<file path="src/hw/rtl/csvfs_pkg.sv">
// Shared constants and types of the CSV field splitter.
`timescale 1ns / 1ps

package csvfs_pkg;

	localparam int FIELD_DEPTH_DEF = 64;

	localparam logic [7:0] CH_COMMA     = 8'h2C;
	localparam logic [7:0] CH_DQUOTE    = 8'h22;
	localparam logic [7:0] CH_SQUOTE    = 8'h27;
	localparam logic [7:0] CH_BACKSLASH = 8'h5C;

	localparam logic [1:0] QUOTE_NONE = 2'd0;
	localparam logic [1:0] QUOTE_DBL  = 2'd1;
	localparam logic [1:0] QUOTE_SGL  = 2'd2;

	// Request from the input tracker to the emitter.
	typedef struct packed {
		logic       launch;
		logic       marker;
		logic       qmode;
		logic [7:0] qchar;
		logic       trunc;
		logic       line;
	} csvfs_ctl_t;

	function automatic logic is_quote(input logic [7:0] c);
		return (c == CH_DQUOTE) || (c == CH_SQUOTE);
	endfunction

endpackage

</file>
<file path="src/hw/rtl/csvfs_field_mem.sv">
// Field buffer: one write port, one read port with registered read data.
`timescale 1ns / 1ps

module csvfs_field_mem #(
	parameter int FIELD_DEPTH = 64,
	localparam int AW = $clog2(FIELD_DEPTH)
) (
	input  logic          clk,
	input  logic          wr_en,
	input  logic [AW-1:0] wr_addr,
	input  logic [7:0]    wr_data,
	input  logic [AW-1:0] rd_addr,
	output logic [7:0]    rd_data_s1
);

	logic [7:0] mem [FIELD_DEPTH];

	always_ff @(posedge clk) begin
		if (wr_en) begin
			mem[wr_addr] <= wr_data;
		end
	end

	always_ff @(posedge clk) begin
		rd_data_s1 <= mem[rd_addr];
	end

endmodule

</file>
<file path="src/hw/rtl/csvfs_emit.sv">
// Field emitter: reads the buffer back, strips quotes and escapes, drives the result port.
`timescale 1ns / 1ps

module csvfs_emit
	import csvfs_pkg::*;
#(
	parameter int FIELD_DEPTH = 64,
	localparam int AW = $clog2(FIELD_DEPTH),
	localparam int CW = $clog2(FIELD_DEPTH + 1)
) (
	input  logic          clk,
	input  logic          arst_n,
	input  csvfs_ctl_t    ctl,
	input  logic [CW-1:0] start_idx,
	input  logic [CW-1:0] end_idx,
	output logic          busy,
	output logic [AW-1:0] rd_addr,
	input  logic [7:0]    rd_data_s1,
	output logic          m_tvalid,
	input  logic          m_tready,
	output logic [7:0]    m_tdata,  // [7:0] out_byte
	output logic          m_tlast,  // field_last
	output logic [2:0]    m_tuser   // [0] byte_valid, [1] line_done, [2] field_truncated
);

	typedef enum logic [2:0] {E_IDLE, E_READ, E_RUN, E_FLUSH, E_MARK} emit_state_t;

	emit_state_t   state_q;
	logic [CW-1:0] cur_q;
	logic [CW-1:0] end_q;
	logic          qmode_q;
	logic [7:0]    qchar_q;
	logic          trunc_q;
	logic          line_q;
	logic          skip_q;
	logic          esc_q;
	logic [7:0]    hold_q;
	logic          hold_vld_q;

	logic          can_adv;
	logic          adv;
	logic          drop;
	logic          produce;
	logic          skip_nx;
	logic          esc_nx;
	logic          out_load;
	logic [CW-1:0] cur_inc;
	logic [CW-1:0] rd_idx;

	assign busy    = (state_q != E_IDLE);
	assign can_adv = !m_tvalid || m_tready;
	assign cur_inc = cur_q + CW'(1);
	assign adv     = (state_q == E_RUN) && (cur_q < end_q) && can_adv;
	assign rd_idx  = adv ? cur_inc : cur_q;
	assign rd_addr = rd_idx[AW-1:0];

	// A new item goes into the output register this cycle.
	assign out_load = (adv && produce && hold_vld_q) ||
	                  (((state_q == E_FLUSH) || (state_q == E_MARK)) && can_adv);

	// Collapse of doubled quotes first, then backslash removal, both on the byte in flight.
	always_comb begin
		drop    = skip_q && (rd_data_s1 == qchar_q);
		skip_nx = 1'b0;
		esc_nx  = esc_q;
		produce = 1'b0;
		if (!drop) begin
			skip_nx = qmode_q && (rd_data_s1 == qchar_q) && (cur_inc < end_q);
			if (esc_q) begin
				produce = 1'b1;
				esc_nx  = 1'b0;
			end else if (rd_data_s1 == CH_BACKSLASH) begin
				esc_nx = 1'b1;
			end else begin
				produce = 1'b1;
			end
		end
	end

	always_ff @(posedge clk or negedge arst_n) begin
		if (!arst_n) begin
			state_q    <= E_IDLE;
			cur_q      <= '0;
			end_q      <= '0;
			qmode_q    <= 1'b0;
			qchar_q    <= '0;
			trunc_q    <= 1'b0;
			line_q     <= 1'b0;
			skip_q     <= 1'b0;
			esc_q      <= 1'b0;
			hold_q     <= '0;
			hold_vld_q <= 1'b0;
			m_tvalid   <= 1'b0;
			m_tdata    <= '0;
			m_tlast    <= 1'b0;
			m_tuser    <= '0;
		end else begin
			if (out_load) begin
				m_tvalid <= 1'b1;
			end else if (m_tready) begin
				m_tvalid <= 1'b0;
			end
			case (state_q)
				E_IDLE: begin
					if (ctl.launch) begin
						cur_q      <= start_idx;
						end_q      <= end_idx;
						qmode_q    <= ctl.qmode;
						qchar_q    <= ctl.qchar;
						trunc_q    <= ctl.trunc;
						line_q     <= ctl.line;
						skip_q     <= 1'b0;
						esc_q      <= 1'b0;
						hold_vld_q <= 1'b0;
						state_q    <= ctl.marker ? E_MARK : E_READ;
					end
				end
				E_READ: begin
					state_q <= E_RUN;
				end
				E_RUN: begin
					if (cur_q >= end_q) begin
						state_q <= E_FLUSH;
					end else if (adv) begin
						cur_q  <= cur_inc;
						skip_q <= skip_nx;
						esc_q  <= esc_nx;
						if (produce) begin
							hold_q     <= rd_data_s1;
							hold_vld_q <= 1'b1;
							// The held byte is known not to be the last one of the field.
							if (hold_vld_q) begin
								m_tdata <= hold_q;
								m_tlast <= 1'b0;
								m_tuser <= {trunc_q, 1'b0, 1'b1};
							end
						end
					end
				end
				E_FLUSH: begin
					if (can_adv) begin
						m_tdata <= hold_vld_q ? hold_q : 8'h00;
						m_tlast <= 1'b1;
						m_tuser <= {trunc_q, line_q, hold_vld_q};
						state_q <= E_IDLE;
					end
				end
				E_MARK: begin
					if (can_adv) begin
						m_tdata <= 8'h00;
						m_tlast <= 1'b0;
						m_tuser <= {1'b0, 1'b1, 1'b0};
						state_q <= E_IDLE;
					end
				end
				default: begin
					state_q <= E_IDLE;
				end
			endcase
		end
	end

endmodule

</file>
<file path="src/hw/rtl/csv_field_splitter_core.sv">
// Top level of the CSV field splitter: quote tracking, field buffering and field emission.
`timescale 1ns / 1ps

// Channel  Dir  tdata              tlast        tuser
// s_*      in   [7:0] in_byte      line_last    -
// m_*      out  [7:0] out_byte     field_last   [0] byte_valid [1] line_done [2] field_truncated
//
// Each byte but a field-ending comma or a line end inside quotes is written to the field
// memory while it has room, else field_truncated is set. A byte that ends a field starts
// the emitter, which reads the memory one entry a cycle while m_tready lets it advance.
// A line that ends inside quotes gives one marker item instead, held while m_tready is low.
// No input item is taken while the emitter is busy. Reset needs no memory clearing pass.

module csv_field_splitter_core
	import csvfs_pkg::*;
#(
	parameter int FIELD_DEPTH = FIELD_DEPTH_DEF,
	localparam int AW = $clog2(FIELD_DEPTH),
	localparam int CW = $clog2(FIELD_DEPTH + 1)
) (
	input  logic       clk,
	input  logic       arst_n,
	input  logic       s_tvalid,
	output logic       s_tready,
	input  logic [7:0] s_tdata,  // [7:0] in_byte
	input  logic       s_tlast,  // line_last
	output logic       m_tvalid,
	input  logic       m_tready,
	output logic [7:0] m_tdata,  // [7:0] out_byte
	output logic       m_tlast,  // field_last
	output logic [2:0] m_tuser   // [0] byte_valid, [1] line_done, [2] field_truncated
);

	logic [1:0]    quote_q;
	logic [7:0]    prev_q;
	logic [CW-1:0] cnt_q;
	logic          ovf_q;
	logic [7:0]    first_q;
	logic [7:0]    last_q;

	logic          accept;
	logic          busy;
	logic [7:0]    qch;
	logic          closing;
	logic          opening;
	logic [1:0]    quote_nx;
	logic          fend;
	logic          marker;
	logic          push;
	logic          push_ok;
	logic          ovf_set;
	logic [CW-1:0] n_new;
	logic [7:0]    first_new;
	logic [7:0]    last_new;
	logic          qmode;
	logic [CW-1:0] start_idx;
	logic [CW-1:0] end_idx;
	logic [AW-1:0] rd_addr;
	logic [7:0]    rd_data_s1;
	csvfs_ctl_t    ctl;

	assign s_tready = !busy;
	assign accept   = s_tvalid && s_tready;

	always_comb begin
		case (quote_q)
			QUOTE_DBL: qch = CH_DQUOTE;
			QUOTE_SGL: qch = CH_SQUOTE;
			default:   qch = 8'h00;
		endcase
		closing  = (quote_q != QUOTE_NONE) && (s_tdata == qch) && (prev_q != CH_BACKSLASH);
		opening  = (quote_q == QUOTE_NONE) && is_quote(s_tdata);
		if (closing) begin
			quote_nx = QUOTE_NONE;
		end else if (opening) begin
			quote_nx = (s_tdata == CH_DQUOTE) ? QUOTE_DBL : QUOTE_SGL;
		end else begin
			quote_nx = quote_q;
		end
		fend      = (quote_nx == QUOTE_NONE) && ((s_tdata == CH_COMMA) || s_tlast);
		marker    = !fend && s_tlast;
		push      = fend ? (s_tdata != CH_COMMA) : !s_tlast;
		push_ok   = push && (cnt_q < CW'(FIELD_DEPTH));
		ovf_set   = push && !push_ok;
		n_new     = cnt_q + CW'(push_ok);
		first_new = (push_ok && (cnt_q == '0)) ? s_tdata : first_q;
		last_new  = push_ok ? s_tdata : last_q;
		// Enclosing quotes need two kept bytes, both the same quote character.
		qmode     = (n_new > CW'(1)) && (first_new == last_new) && is_quote(first_new);
		start_idx = qmode ? CW'(1) : '0;
		end_idx   = qmode ? (n_new - CW'(1)) : n_new;

		ctl.launch = accept && (fend || marker);
		ctl.marker = marker;
		ctl.qmode  = qmode;
		ctl.qchar  = first_new;
		ctl.trunc  = ovf_q || ovf_set;
		ctl.line   = s_tlast;
	end

	always_ff @(posedge clk or negedge arst_n) begin
		if (!arst_n) begin
			quote_q <= QUOTE_NONE;
			prev_q  <= '0;
			cnt_q   <= '0;
			ovf_q   <= 1'b0;
		end else if (accept) begin
			if (fend || marker) begin
				quote_q <= QUOTE_NONE;
				prev_q  <= s_tlast ? 8'h00 : s_tdata;
				cnt_q   <= '0;
				ovf_q   <= 1'b0;
			end else begin
				quote_q <= quote_nx;
				prev_q  <= s_tdata;
				cnt_q   <= n_new;
				ovf_q   <= ovf_q || ovf_set;
			end
		end
	end

	always_ff @(posedge clk) begin
		if (accept) begin
			first_q <= first_new;
			last_q  <= last_new;
		end
	end

	csvfs_field_mem #(
		.FIELD_DEPTH(FIELD_DEPTH)
	) u_mem (
		.clk       (clk),
		.wr_en     (accept && push_ok),
		.wr_addr   (cnt_q[AW-1:0]),
		.wr_data   (s_tdata),
		.rd_addr   (rd_addr),
		.rd_data_s1(rd_data_s1)
	);

	csvfs_emit #(
		.FIELD_DEPTH(FIELD_DEPTH)
	) u_emit (
		.clk       (clk),
		.arst_n    (arst_n),
		.ctl       (ctl),
		.start_idx (start_idx),
		.end_idx   (end_idx),
		.busy      (busy),
		.rd_addr   (rd_addr),
		.rd_data_s1(rd_data_s1),
		.m_tvalid  (m_tvalid),
		.m_tready  (m_tready),
		.m_tdata   (m_tdata),
		.m_tlast   (m_tlast),
		.m_tuser   (m_tuser)
	);

	a_cnt_bound: assert property (@(posedge clk) disable iff (!arst_n)
		cnt_q <= CW'(FIELD_DEPTH))
		else $error("field count beyond buffer depth");

	a_line_clears: assert property (@(posedge clk) disable iff (!arst_n)
		s_tvalid && s_tready && s_tlast |=> (cnt_q == '0) && (quote_q == QUOTE_NONE))
		else $error("line end did not clear the field state");

	a_marker_shape: assert property (@(posedge clk) disable iff (!arst_n)
		m_tvalid && !m_tlast |-> m_tuser[0] || (m_tuser[1] && !m_tuser[2]))
		else $error("result without field end is neither a byte nor a line marker");

	a_line_done_last: assert property (@(posedge clk) disable iff (!arst_n)
		m_tvalid && m_tuser[0] && m_tuser[1] |-> m_tlast)
		else $error("line end flagged on a byte that does not end its field");

endmodule
</file>
<file path="config.mk">
export PLATFORM = sky130hd
export DESIGN_NAME = csv_field_splitter_core
export DESIGN_NICKNAME = d
export VERILOG_FILES = /design/src/hw/rtl/csvfs_pkg.sv /design/src/hw/rtl/csvfs_field_mem.sv /design/src/hw/rtl/csvfs_emit.sv /design/src/hw/rtl/csv_field_splitter_core.sv
export SDC_FILE = /design/constraint.sdc
export NUM_CORES = 1
export LEC_CHECK = 0
export BUFFER_PORTS_ARGS = -buffer_cell sky130_fd_sc_hd__buf_2
export CAP_MARGIN = 20
export CELL_PAD_IN_SITES_DETAIL_PLACEMENT = 1
export CELL_PAD_IN_SITES_GLOBAL_PLACEMENT = 1
export CORE_UTILIZATION = 53
export DETAILED_ROUTE_END_ITERATION = 10
export PLACE_DENSITY_LB_ADDON = 0.1
export SYNTH_ARGS = -nofsm -noshare
export SYNTH_HDL_FRONTEND = slang
export SYNTH_SLANG_ARGS = --single-unit
</file>
<file path="constraint.sdc">
create_clock -name clk -period 7.4 [get_ports clk]
set_input_delay 1.48 -clock clk [delete_from_list [all_inputs] [get_ports clk]]
set_output_delay 1.48 -clock clk [all_outputs]
set_load 0.02 [all_outputs]
</file>
[Word level (Yosys, flattened, before mapping)]
Memories as Yosys holds them, arrays and structs flattened. A register that Yosys moved wholly into a read port is not among the register bits.
Cells that the tools add are included.
Word-level totals
  word-level logic and storage cells: 178
  memory bits (writable): 512
  output and inout port bits: 14
  bits of input ports: 13
  latch bits: 0
  memory bits (read-only): 0
  memories: 1
  register bits: 86
Memories
  u_mem.mem: depth 64, bits a word 8, read ports 1, clocked after Yosys merged registers in 1, write ports 1, line csvfs_field_mem.sv:16  | logic [7:0] mem [FIELD_DEPTH];
Cells by class
  bitwise operators: 1
  shifts and indexed selects: 0
  multipliers: 0
  magnitude comparators: 5
  eq/ne operators: 27
  div/mod/pow operators: 0
  reductions and logical operators: 52
  add/subtract/negate cells: 3
  multiplexer cells: 67
Operator list (number)
  $mux W8: 11
  $eq A8 B6 Y1 const B: 5
  $mux W7: 5
  $mux W3: 10
  $mux W1: 28
  $eq A8 B8 Y1: 3
  $pmux W8 S3: 1
  $logic_and A1 B1 Y1: 21
  $lt A7 B7 Y1: 2
  $pmux W7 S2: 1
  $ne A2 B1 Y1 const B: 6
  $pmux W3 S4: 1
  $pmux W6 S2: 1
  $reduce_and A5 Y1: 2
  $pmux W3 S3: 1
  $eq A8 B7 Y1 const B: 1
  $logic_or A1 B1 Y1: 8
  $mux W2: 4
  $ne A2 B2 Y1 const B: 4
  $ne A8 B6 Y1 const B: 1
  $ne A8 B7 Y1 const B: 1
  $reduce_and A4 Y1: 2
  $add A7 B1 Y7: 1
  $add A7 B1 Y7 const B: 1
  22 further kinds: 34

[Longest topological paths before layout]
  depth in word-level cells: 18
  gate-level depth with buffers: 18
  gate-level depth less buffers: 17

[Hierarchy]
From an unflattened synthesis, not the netlist that was laid out.
Second synthesis, totals
  cells, all modules: 1471
  area, all modules: 25374.3 um^2
By module, submodules not included
  csvfs_field_mem: sequential area each 15534.9 um^2, area an instance 20166.8 um^2, cells each 940, times used 1
  csvfs_emit: sequential area each 1301.2 um^2, area an instance 2936.6 um^2, cells each 286, times used 1
  csv_field_splitter_core: sequential area each 930.9 um^2, area an instance 2270.9 um^2, cells each 245, times used 1

[Worst setup path after synthesis]
No wires, ideal clock.
  kind: input-to-reg
  from: input port s_tdata[0]
  to: register u_emit.cur_q[0]
  arrival: 4583 ps
  path slack: 2691 ps
  cell stages on the path: 17
  data required time: 7273 ps
  library setup time: 127 ps
  path buffers: 2
  cells stage by stage: clkbuf_1 or3_1 a22oi_1 a32oi_1 mux2i_1 inv_1 ha_1 ha_1 nand2_1 nor2_1 xnor2_1 o21ai_0 o2111a_1 buf_2 nor2_1 a21oi_1 o2bb2a_1
On the way
  longest elaborated chain between the ends: 17
  elaborated cells on any way between the ends: 37
  those cells by class: add/sub: 1; order compare: 1; eq/ne: 9; mux: 9; reduce/logical: 17
Ends and longest elaborated chain
  from (decl): line csv_field_splitter_core.sv:25  | input logic [7:0] s_tdata,
  parallel branches: the longest is 17 deep, another holds $add A7 B1 Y7
  to (signal assigned): line csvfs_emit.sv:106  | cur_q <= start_idx;
  to (signal assigned): line csvfs_emit.sv:125  | cur_q <= cur_inc;
  to (decl): line csvfs_emit.sv:29  | logic [CW-1:0] cur_q;
Several ways; the timed one is not identified. The select of a mux whose other input is x is not followed.
A chain may end at the register's enable or synchronous reset.

[Worst setup path after layout]
  from: input port s_tdata[1]
  to: register u_emit.cur_q[0]
The elaborated chain is that of the path after synthesis.

==> summary.md <==
| Metric | Value |
|---|---|
| Vias | `16200` |
| CTS tree | `yes` |
| Yosys warning count | `0` |
| Cell variety after synth | `71` |
| HP Class | `flip-flop to flip-flop` |
| Post-DRT Antenna Nets | `0` |
| Cell count after synthesis | `1975` |
| Core area | `0.0467 mm^2` |
| Ys async rst share | `11.6%` |
| Largest net degree at the start of global routing | `125` |
| TritonCTS Buffers | `60` |
| Worst-Margin Slew | `1.14 ns` |
| VDD IR max | `0.482 mV` |
| Final Skew | `0.0189 ns` |
| Layout cells sized above 1 | `9.23%` |
| Sequential share of the synthesized area | `70.7%` |
| Fill cells | `4590` |
| Crit-path max FO | `28` |
| Endpoints failing setup | `0` |
| Worst EP arrival | `5.84 ns` |
| Drt total wl | `72100 um` |
| DP Area | `0.0258 mm^2` |
| RSZ-0062 raised after global routing | `no` |
| PwrDens | `398 mW/mm^2` |
| Post-synth EDFFs | `528` |
| Port Buf Inserts | `26` |
| CTS H-tree depth | `2` |
| Clock Pin Slew Worst Setup and Hold Paths | `0.06 ns` |
| Initial drt markers | `1578` |
| Num rows | `79` |
| Design Power | `11.0 mW` |
| Pre-antenna DRT Iters | `8` |
| Clk sink count | `606` |
| FMAX | `188 MHz` |
| P&R area growth vs syn | `10.5%` |
| Status | `finished with violations` |
| Placed Instances | `2523` |
| NumNets Final | `2012` |
| Post-route DRC | `4` |
| Critical path startpoint category | `input port` |
| Hold Worst Slack | `0.463 ns` |
| GRT Total Usage | `30.6%` |
| Starting Density | `53.9%` |
| Crit path kind | `input port to flip-flop` |
| Synthesized area | `0.0251 mm^2` |
| Syn Nets | `2009` |
| GP Congestion | `0.857` |
| CP Data Required Time | `7.91 ns` |
| Slew Limit Fails | `0` |
| Setup_tns | `0 ns` |
| Max Cap Viol | `0` |
| Post-CTS Setup Bufs | `0` |
| Reg2Reg Setup Slack | `2.76 ns` |
| PostCTS Resize Cnt | `0` |
| Via-per-instance ratio | `6.16` |
| Ant. Diodes | `0` |
| Period utilisation layout | `72.0%` |
| Synthesis-stage register bit count | `606` |
| Initial antenna violation count | `5` |
| Chip width | `220 um` |
| Worst skew pair latency | `0.63 ns` |
| FF/Latch Area | `0.0178 mm^2` |
| Gr ovfl total | `0` |
| Multi-input gate area | `0.00680 mm^2` |
| Final critical-path required period | `5.33 ns` |
| DP Wirelength | `45500 um` |
| IO Pins | `27` |
| CTS max path bufs | `3` |
| First-pass GRT wire length | `107000 um` |
| Slew HR | `24.1%` |
| Main synth FF type | `edfxtp_1` |
| Die height | `220 um` |
| Final cell count without fillers | `2634` |
| Die area | `0.0483 mm^2` |
| Clk root buf | `clkbuf_16` |
| Leakage | `9.68 nW` |
| Fin. Hold Viols | `0` |
| Mean Syn Cell Area | `12.7 um^2` |
| Vias in the first global route | `16600` |
| Routed len/inst | `27.4 um` |
| Post-route cell area | `0.0278 mm^2` |
| Post-CTS Hold Fix Bufs | `0` |
| Failing checks | `DRC` |
| Crit path capture type | `flip-flop` |
-- placed cells by master (no fill, tap or decap), drive strengths merged, types with 25 or more instances in the layout --
cell type  netlist  layout
dfrtp           70      70
nand2          465     465
o211ai          30      30
a21oi          220     220
nor4            60      60
buf             58      54
edfxtp         528     528
mux2i           56      56
o21ai           25      25
nor2           121     121
clkbuf          55      77
mux2            28      28
-- state kept, by name (all words and copies together), names as in the netlist, 2 cells and up --
signal and cells:
u_emit.m_tuser 3, u_emit.cur_q 7, u_emit.end_q 7, u_mem.mem 512, quote_q 2, u_emit.hold_q 8
last_q 8, u_emit.qchar_q 8, u_emit.state_q 3, first_q 8, u_emit.m_tdata 8, cnt_q 7
prev_q 8, u_mem.rd_data_s1 8
-- cells by family (layout without fill, tap and decap cells) --
logic type / after synthesis / in the layout / share of synthesized area (%)
muxes: 84 / 84 / 3.49
buffers and inverters: 130 / 182 / 2.37
DFF: 606 / 606 / 70.7
xor gates and xnor gates: 29 / 29 / 1.01
and+or+nand+nor: 765 / 765 / 13.5
AOI/OAI and AO/OA: 340 / 340 / 7.89
adders and majority gates: 21 / 21 / 1.05
-- per-stage QoR --
stage	util, %	setup slack (ns)
after floorplan	-	2.69
after global placement	55.3	1.75
after detailed placement	55.3	1.41
after CTS	59.5	2.08
after global routing	59.5	1.68
final	59.5	2.07
-- final timing paths --
| kind | startpoint | to | depth (start not counted) |
|---|---|---|---|
| min in group asynchronous | arst_n | u_emit.m_tuser[2]$_DFFE_PN0P_ | 2 |
| max in group asynchronous | arst_n | quote_q[1]$_DFFE_PN0P_ | 2 |
| worst max-delay path | s_tdata[1] | u_emit.cur_q[0]$_DFFE_PN0P_ | 16 |
| worst min-delay path | prev_q[4]$_DFFE_PN0P_ | prev_q[4]$_DFFE_PN0P_ | 2 |
| worst min register to register | prev_q[4]$_DFFE_PN0P_ | prev_q[4]$_DFFE_PN0P_ | 2 |
| worst max register to register | u_emit.cur_q[0]$_DFFE_PN0P_ | u_mem.rd_data_s1[6]$_DFF_P_ | 12 |
-- final cells by class --
class / count / share of cell area [%]
clock buffer: 77 / 5.79
timing repair buffer: 54 / 1.41
sequential: 606 / 64.0
clock inverter: 34 / 1.36
tap: 607 / 2.74
multi-input combinational: 1239 / 24.5
inverter: 17 / 0.230
-- cell usage after synthesis (4+ instances only) --
cell type	number	area (um^2)
edfxtp_1	528	15900
nand2_1	465	1750
a21oi_1	217	1090
nor2_1	121	454
dfrtp_1	70	1750
nor4_1	60	375
mux2i_1	56	561
clkbuf_1	55	206
buf_2	40	200
o211ai_1	30	225
mux2_2	28	315
o21ai_0	24	120
xnor2_1	24	210
ha_1	21	263
nand3_1	18	90.1
inv_1	17	63.8
nand3b_1	15	113
o22ai_1	15	93.8
nor3_1	13	65.1
a22o_1	12	105
nand2b_1	12	75.1
buf_1	9	33.8
and4_1	8	70.1
dfxtp_1	8	160
nand4_1	8	50.1
o31ai_1	7	52.6
and3_1	6	37.5
buf_6	6	67.6
nor2b_1	6	37.5
or4_1	5	37.5
xor2_1	5	43.8
a21o_1	4	30.0
a221oi_1	4	35.0
or3_1	4	25.0
-- per-layer routing --
metal | wire, um | track usage [%] | up-vias
met5 | 0 | 0 | -
met4 | 1650 | 7.63 | 0
met3 | 4390 | 4.27 | 115
met2 | 34700 | 50.0 | 548
met1 | 31300 | 43.4 | 8336
li1 | - | - | 7218
-- critical path: stages --
cell	delay, ns
buf_2	0.51
and3b_1	0.30
nand4_1	0.15
a32oi_1	0.40
mux2i_1	0.72
inv_1	0.13
ha_1	0.25
ha_1	0.28
nand2_1	0.12
nor2_1	0.06
xnor2_1	0.30
o21ai_0	0.18
o2111a_1	0.41
nor2_1	0.15
a21oi_1	0.05
o2bb2a_1	0.30
-- where the power goes --
| part | internal (mW) | switching [mW] |
|---|---|---|
| Clock | 1.80 | 1.30 |
| Combinational | 1.19 | 2.65 |
| Sequential | 3.91 | 0.188 |
| Total | 6.90 | 4.13 |
No activity file was read; power rests on OpenSTA's default activity.
